`src/sv/s2q_pkg.sv`:
```
// Shared types, constants and codes for the two-queue page replacement block.
package s2q_pkg;

	localparam int NUM_FRAMES    = 256;
	localparam int LIMIT_DIVISOR = 10;
	localparam int FRAME_W       = $clog2(NUM_FRAMES);
	localparam int CNT_W         = $clog2(NUM_FRAMES + 1);
	localparam int SUM_W         = CNT_W + 1;

	// Configuration port
	localparam int APB_ADDR_W = 3;
	localparam int APB_DATA_W = 32;
	localparam logic [APB_ADDR_W-1:0] REG_LIMIT_ADDR = APB_ADDR_W'(0);
	localparam logic [CNT_W-1:0] LIMIT_RESET = CNT_W'(NUM_FRAMES / LIMIT_DIVISOR);

	// Request and status codes
	localparam logic REQ_REF      = 1'b0;
	localparam logic REQ_EVICT    = 1'b1;
	localparam logic STATUS_DONE  = 1'b0;
	localparam logic STATUS_EMPTY = 1'b1;

	typedef logic [FRAME_W-1:0] frame_t;
	typedef logic [CNT_W-1:0]   cnt_t;

	typedef enum logic [1:0] {
		TAG_NONE   = 2'd0,
		TAG_RECENT = 2'd1,
		TAG_MAIN   = 2'd2
	} tag_t;

	typedef enum logic {
		Q_RECENT = 1'b0,
		Q_MAIN   = 1'b1
	} qsel_t;

	typedef enum logic [2:0] {
		ST_IDLE,
		ST_LOOK,
		ST_PUSH1,
		ST_PUSH2,
		ST_DONE
	} state_t;

	// Write requests into the link and tag memories
	typedef struct packed {
		logic   nxt_we;
		frame_t nxt_addr;
		frame_t nxt_data;
		logic   prv_we;
		frame_t prv_addr;
		frame_t prv_data;
		logic   tag_we;
		frame_t tag_addr;
		tag_t   tag_data;
	} link_wr_t;

	// Registered read data of one frame
	typedef struct packed {
		tag_t   tag;
		frame_t nxt;
		frame_t prv;
	} link_rd_t;

endpackage

```
`src/sv/s2q_link_store.sv`:
```
// Link and membership memories: next/prev links and queue tags per frame.
module s2q_link_store (
	input  logic                clk,
	input  logic                arst_n,
	input  s2q_pkg::frame_t     rd_addr,
	input  s2q_pkg::link_wr_t   wr,
	output s2q_pkg::link_rd_t   rd
);

	s2q_pkg::frame_t next_mem [s2q_pkg::NUM_FRAMES];
	s2q_pkg::frame_t prev_mem [s2q_pkg::NUM_FRAMES];
	s2q_pkg::tag_t   tag_mem  [s2q_pkg::NUM_FRAMES];
	logic [s2q_pkg::NUM_FRAMES-1:0] tag_vld_q;

	s2q_pkg::frame_t next_rd_q;
	s2q_pkg::frame_t prev_rd_q;
	s2q_pkg::tag_t   tag_rd_q;
	logic            vld_rd_q;

	// Write and read the link memories
	always_ff @(posedge clk) begin
		if (wr.nxt_we) begin
			next_mem[wr.nxt_addr] <= wr.nxt_data;
		end
		if (wr.prv_we) begin
			prev_mem[wr.prv_addr] <= wr.prv_data;
		end
		if (wr.tag_we) begin
			tag_mem[wr.tag_addr] <= wr.tag_data;
		end
		next_rd_q <= next_mem[rd_addr];
		prev_rd_q <= prev_mem[rd_addr];
		tag_rd_q  <= tag_mem[rd_addr];
	end

	// Mark tag entries written since reset
	always_ff @(posedge clk or negedge arst_n) begin
		if (!arst_n) begin
			tag_vld_q <= '0;
			vld_rd_q  <= 1'b0;
		end else begin
			if (wr.tag_we) begin
				tag_vld_q[wr.tag_addr] <= 1'b1;
			end
			vld_rd_q <= tag_vld_q[rd_addr];
		end
	end

	// Unwritten tags read as no queue
	always_comb begin
		rd.tag = vld_rd_q ? tag_rd_q : s2q_pkg::TAG_NONE;
		rd.nxt = next_rd_q;
		rd.prv = prev_rd_q;
	end

endmodule

```
`config.mk`:
```
export PLATFORM = sky130hd
export DESIGN_NAME = s2q_link_store
export DESIGN_NICKNAME = d
export VERILOG_FILES = /design/src/sv/s2q_pkg.sv /design/src/sv/s2q_link_store.sv
export SDC_FILE = /design/constraint.sdc
export NUM_CORES = 2
export LEC_CHECK = 0
export CORE_MARGIN = 2
export CORE_UTILIZATION = 30
export DETAILED_ROUTE_END_ITERATION = 6
export DONT_BUFFER_PORTS = 1
export PLACE_DENSITY_LB_ADDON = 0.1
export SLEW_MARGIN = 15
export SYNTH_ARGS = -nofsm -noshare
export SYNTH_HDL_FRONTEND = slang
export SYNTH_MEMORY_MAX_BITS = 65536
export SYNTH_SLANG_ARGS = --single-unit
```
`constraint.sdc`:
```
create_clock -name clk -period 2.29 [get_ports clk]
set_input_delay 0 -clock clk [delete_from_list [all_inputs] [get_ports clk]]
set_output_delay 0 -clock clk [all_outputs]
set_load 0.005 [all_outputs]
```
Word-level counts from Yosys, hierarchy flattened
Memory sizes are Yosys's and may differ from the RTL's. A register that Yosys moved wholly into a read port is not among the register bits.
Index checks and enable logic that the tools add are counted.
{"block": "classes", "reduce_logical": 1, "n_shift": 0, "n_eq_ne": 0, "n_bitwise": 1, "order_cmp": 3, "n_mul": 0, "div_mod_pow": 0, "n_mux": 11, "add_sub_neg": 0}
{"operator": "$or A256 B256 Y256", "n": 1}
{"operator": "$lt A8 B9 Y1 const B", "n": 2}
{"operator": "$bmux W1 S8", "n": 1}
{"operator": "$demux W1 S8", "n": 1}
{"operator": "$ge A8 B1 Y1 const B", "n": 1}
{"operator": "$mux W1", "n": 8}
{"operator": "$mux W2", "n": 1}
{"operator": "$logic_and A1 B1 Y1", "n": 1}
{"block": "word_totals", "in_bits": 55, "mem_bits_rw": 4608, "latch_bits": 0, "out_inout_bits": 18, "mem_count": 3, "mem_bits_ro": 0, "word_cells": 21, "reg_bits": 257}
{"name": "next_mem", "depth": 256, "width": 8, "rd": 1, "rd_ports_with_merged_regs": 1, "write_ports": 1, "line": "s2q_link_store.sv:10", "source": "s2q_pkg::frame_t next_mem [s2q_pkg::NUM_FRAMES];"}
{"name": "prev_mem", "depth": 256, "width": 8, "rd": 1, "rd_ports_with_merged_regs": 1, "write_ports": 1, "line": "s2q_link_store.sv:11", "source": "s2q_pkg::frame_t prev_mem [s2q_pkg::NUM_FRAMES];"}
{"name": "tag_mem", "depth": 256, "width": 2, "rd": 1, "rd_ports_with_merged_regs": 1, "write_ports": 1, "line": "s2q_link_store.sv:12", "source": "s2q_pkg::tag_t tag_mem [s2q_pkg::NUM_FRAMES];"}

Longest topological paths before layout
{"block": "logic_depth", "word_depth": 5, "mapped_depth": 14, "depth_no_buf": 7}

Worst setup path before layout
No wires, ideal clock.
{"block": "synth_path", "kind": "input to register", "start": "input rd_addr[0]", "end": "register next_rd_q[0], read port of next_mem", "path_stages": 11, "t_arrival_ns": 2.037, "required_ns": 2.161, "path_slack_ns": 0.124, "n_path_buf": 6, "setup_time_ns": 0.129, "path_cell_list": "buf_6 -> buf_12 -> buf_12 -> buf_12 -> buf_12 -> buf_2 -> mux4_2 -> mux2i_1 -> o221ai_1 -> o211ai_1 -> nor4_2"}
{"item": "start, declared", "line": "s2q_link_store.sv:5", "source": "input s2q_pkg::frame_t rd_addr,"}
{"item": "end, declared", "line": "s2q_link_store.sv:15", "source": "s2q_pkg::frame_t next_rd_q;"}

==> flow_summary.json <==
{
  "layout_commonest_cell": "edfxtp_1",
  "async_reset_ff_share_pct": 5.26,
  "ys_ff_latch": 4883,
  "cap_violations": 0,
  "crit_arrival_ns": 3.90,
  "wirelength_met1_um": 287000,
  "ys_types": 60,
  "cts_made_buffers": 557,
  "core_area_mm2": 0.637,
  "avgRoutedWirePerCell_um": 31.8,
  "fin_ws_ns": -0.611,
  "worst_pin_slew_ns": 1.82,
  "violations": "negative hold slack, max-slew violations, negative setup slack",
  "ys.flop_type": "edfxtp_1",
  "grt_pass1_wl_um": 877000,
  "yosysTopAreaCellShare_pct": 72.1,
  "ant_nets": 0,
  "fin_crit_sh_pct": 127,
  "power.internal_mw": 154,
  "p_comb_share_pct": 5.3,
  "grt_overflow": 0,
  "nets": 11300,
  "syn_inst": 9701,
  "layout_common_cells": "edfxtp_1, buf_4, mux4_2, nor2_1, mux2i_1",
  "layout-drive-gt1-share_pct": 31.0,
  "synth_nets": 9756,
  "crit_fanout": 154,
  "sw_frac_of_total_pct": 21.8,
  "max_freq_ghz": 0.345,
  "power.density_mw_per_mm2": 851,
  "hold_viol": 4434,
  "r2r_end": "prev_rd_q[4]",
  "gp_congestion": 0.769,
  "start_util_pct": 30.1,
  "clock-sinks": 4883,
  "netlist_area_mm2": 0.192,
  "ir_drop_uv": 676,
  "dieArea_mm2": 0.646,
  "vias_per_cell": 5.06,
  "report.final.setup_viol": 19,
  "grt_use_total_pct": 19.2,
  "io_pins": 73,
  "antenna_found_initial": 64,
  "insertion_delay_ns": 1.08,
  "rsz0062_at_grt": "true",
  "avgSynthCellArea_um2": 19.8,
  "firstDrtPassIters": 6,
  "outcome": "finished, violations left",
  "power.switching_mw": 43.0,
  "cts.htree.levels": 6,
  "syn_to_final_growth_pct": 20.7,
  "synth_edf_count": 4608,
  "vias": 102000,
  "min-delay-path-class": "in2async",
  "dieHeight_um": 804,
  "wl_met3_um": 38600,
  "initialDrtViolationCount": 9985,
  "highest_layer": "met5",
  "synth-seq-area-share_pct": 75.6,
  "pwr-share-seq_pct": 50.1,
  "wl_met2_um": 299000,
  "clockPowerShare_pct": 44.6,
  "clk_pin_slew_ns": 0.06,
  "utilization_pct": 36.4,
  "die_x_um": 804,
  "r2r_cells": 9,
  "clk_path_buf_depth": 4,
  "fill_cells": 58900,
  "wl_um": 639000,
  "worstPathRequired_ns": 3.29,
  "path_class": "in2reg",
  "drv_slew": 154,
  "grt_max_degree": 258,
  "regToRegSetupSlack_ns": -0.19,
  "drc_errors": 0,
  "placed_cell_area_mm2": 0.211,
  "skew_ns": 0.0630,
  "root_buffer": "clkbuf_16",
  "synth.area.top_cells": "edfxtp_1, mux4_2, mux2i_1",
  "yosys.area.top_type": "edfxtp_1",
  "cp-start-kind": "input port",
  "r2r-start": "prev_mem[170][4]",
  "relSlewSlack_pct": -21.3,
  "critPathCaptureType": "register",
  "grt_pass1_vias": 106000,
  "portBuffers": 0,
  "tritoncts": "done",
  "hpwl_um": 371000,
  "p_leak_nw": 77.5,
  "period_needed_ns": 2.90,
  "finalHoldWorstSlack_ns": -1.35,
  "yosys_warnings": 0,
  "placementRows": 293,
  "stdcell_area_mm2": 0.232
}
-- through the flow --
stage | TNS, ns | setup WS [ns] | total power, mW | cells
CTS | -3.24 | -0.229 | 199 | 20100
detailed placement | -56.10 | -3.42 | 110 | 18900
floorplan | 0 | 0.124 | 106 | 9701
global route | -2.02 | -0.326 | 203 | 20100
global placement | -52.00 | -3.28 | 110 | 18900
finish | -3.55 | -0.611 | 197 | 20100
-- sequential cells by signal (all words and copies together) (netlist names) --
register	cells
next_rd_q	8
tag_vld_q	256
prev_rd_q	8
prev_mem	2048
vld_rd_q	1
tag_rd_q	2
next_mem	2048
tag_mem	512
-- how the worst max path moves through the flow --
stage                    to  cells past startpoint        startpoint
3_3_place_gp   next_rd_q[4]                     11        rd_addr[0]
3_5_place_dp   next_rd_q[4]                     13        rd_addr[0]
4_1_cts        prev_rd_q[3]                      9   prev_mem[24][3]
2_1_floorplan  next_rd_q[0]                     11        rd_addr[0]
6_report       prev_rd_q[3]                     13        rd_addr[4]
5_1_grt        prev_rd_q[4]                      9  prev_mem[170][4]
-- per-layer routing --
layer,GRT usage (%),vias to the layer above
met1,27.4,55000
met4,3.91,12
met5,0,-
met3,3.35,703
met2,30.9,2982
li1,-,42900
-- Yosys cell counts (15+ instances only) --
master,count
a22oi_1,103
nand3_1,59
buf_12,51
nor2b_1,27
buf_4,35
a221oi_1,23
o221ai_1,279
nor3_1,160
buf_2,103
dfrtp_1,257
nor4_2,17
buf_8,31
mux4_1,24
buf_1,30
nand2_1,126
dfxtp_1,18
or2_2,261
clkbuf_1,286
mux2_2,18
nor2_1,835
buf_6,63
o21ai_0,53
edfxtp_1,4608
a211oi_1,28
mux2i_1,760
nand4_1,26
mux4_2,894
o22ai_1,189
a22o_1,15
a21oi_1,197
-- power by group through the flow --
stage | Clock (mW) | Combinational, mW | Sequential, mW
floorplan | 0 | 5.54 | 100
global placement | 0 | 9.42 | 101
CTS | 90.2 | 10.5 | 98.7
finish | 88.0 | 10.4 | 98.7
global route | 93.4 | 11.0 | 98.7
detailed placement | 0 | 9.43 | 101
-- repair_timing --
action                                  4_1_cts  5_1_grt
gates cloned                                 33        4
hold buffers                                 71        6
endpoints found under the setup margin       20       77
pin swaps                                    30       23
setup buffers                                12        2
gates resized for setup                     119       53
hold endpoints to repair                   9724     4875
-- critical path: stages --
cell and delay (ns):
buf_12 0.57, buf_12 0.19, buf_16 0.24, nor2b_4 0.17
buf_4 0.15, buf_4 0.18, o21ai_0 0.11, nor3_1 0.33
nor4_4 0.06, buf_4 0.18, or3_4 0.41, nor3_4 0.26
buf_12 0.18
-- cell families after synthesis --
family                 share of synthesized area (%)
AO/OA/AOI/OAI                                   3.53
multiplexers                                    14.9
AND/OR/NAND/NOR                                 3.79
buffers and inverters                           2.18
flip-flops                                      75.6
-- final cells by class --
cell class | count | area (µm²) | area share, %
Antenna cell | 27 | 67.6 | 0.0292
Clock buffer | 739 | 15200 | 6.54
Clock inverter | 269 | 2680 | 1.16
Inverter | 5 | 33.8 | 0.0146
Multi-Input combinational cell | 4214 | 43600 | 18.8
Sequential cell | 4883 | 145000 | 62.7
Tap cell | 8407 | 10500 | 4.54
Timing Repair Buffer | 1545 | 14400 | 6.23
No activity file was read; power rests on OpenSTA's default activity.
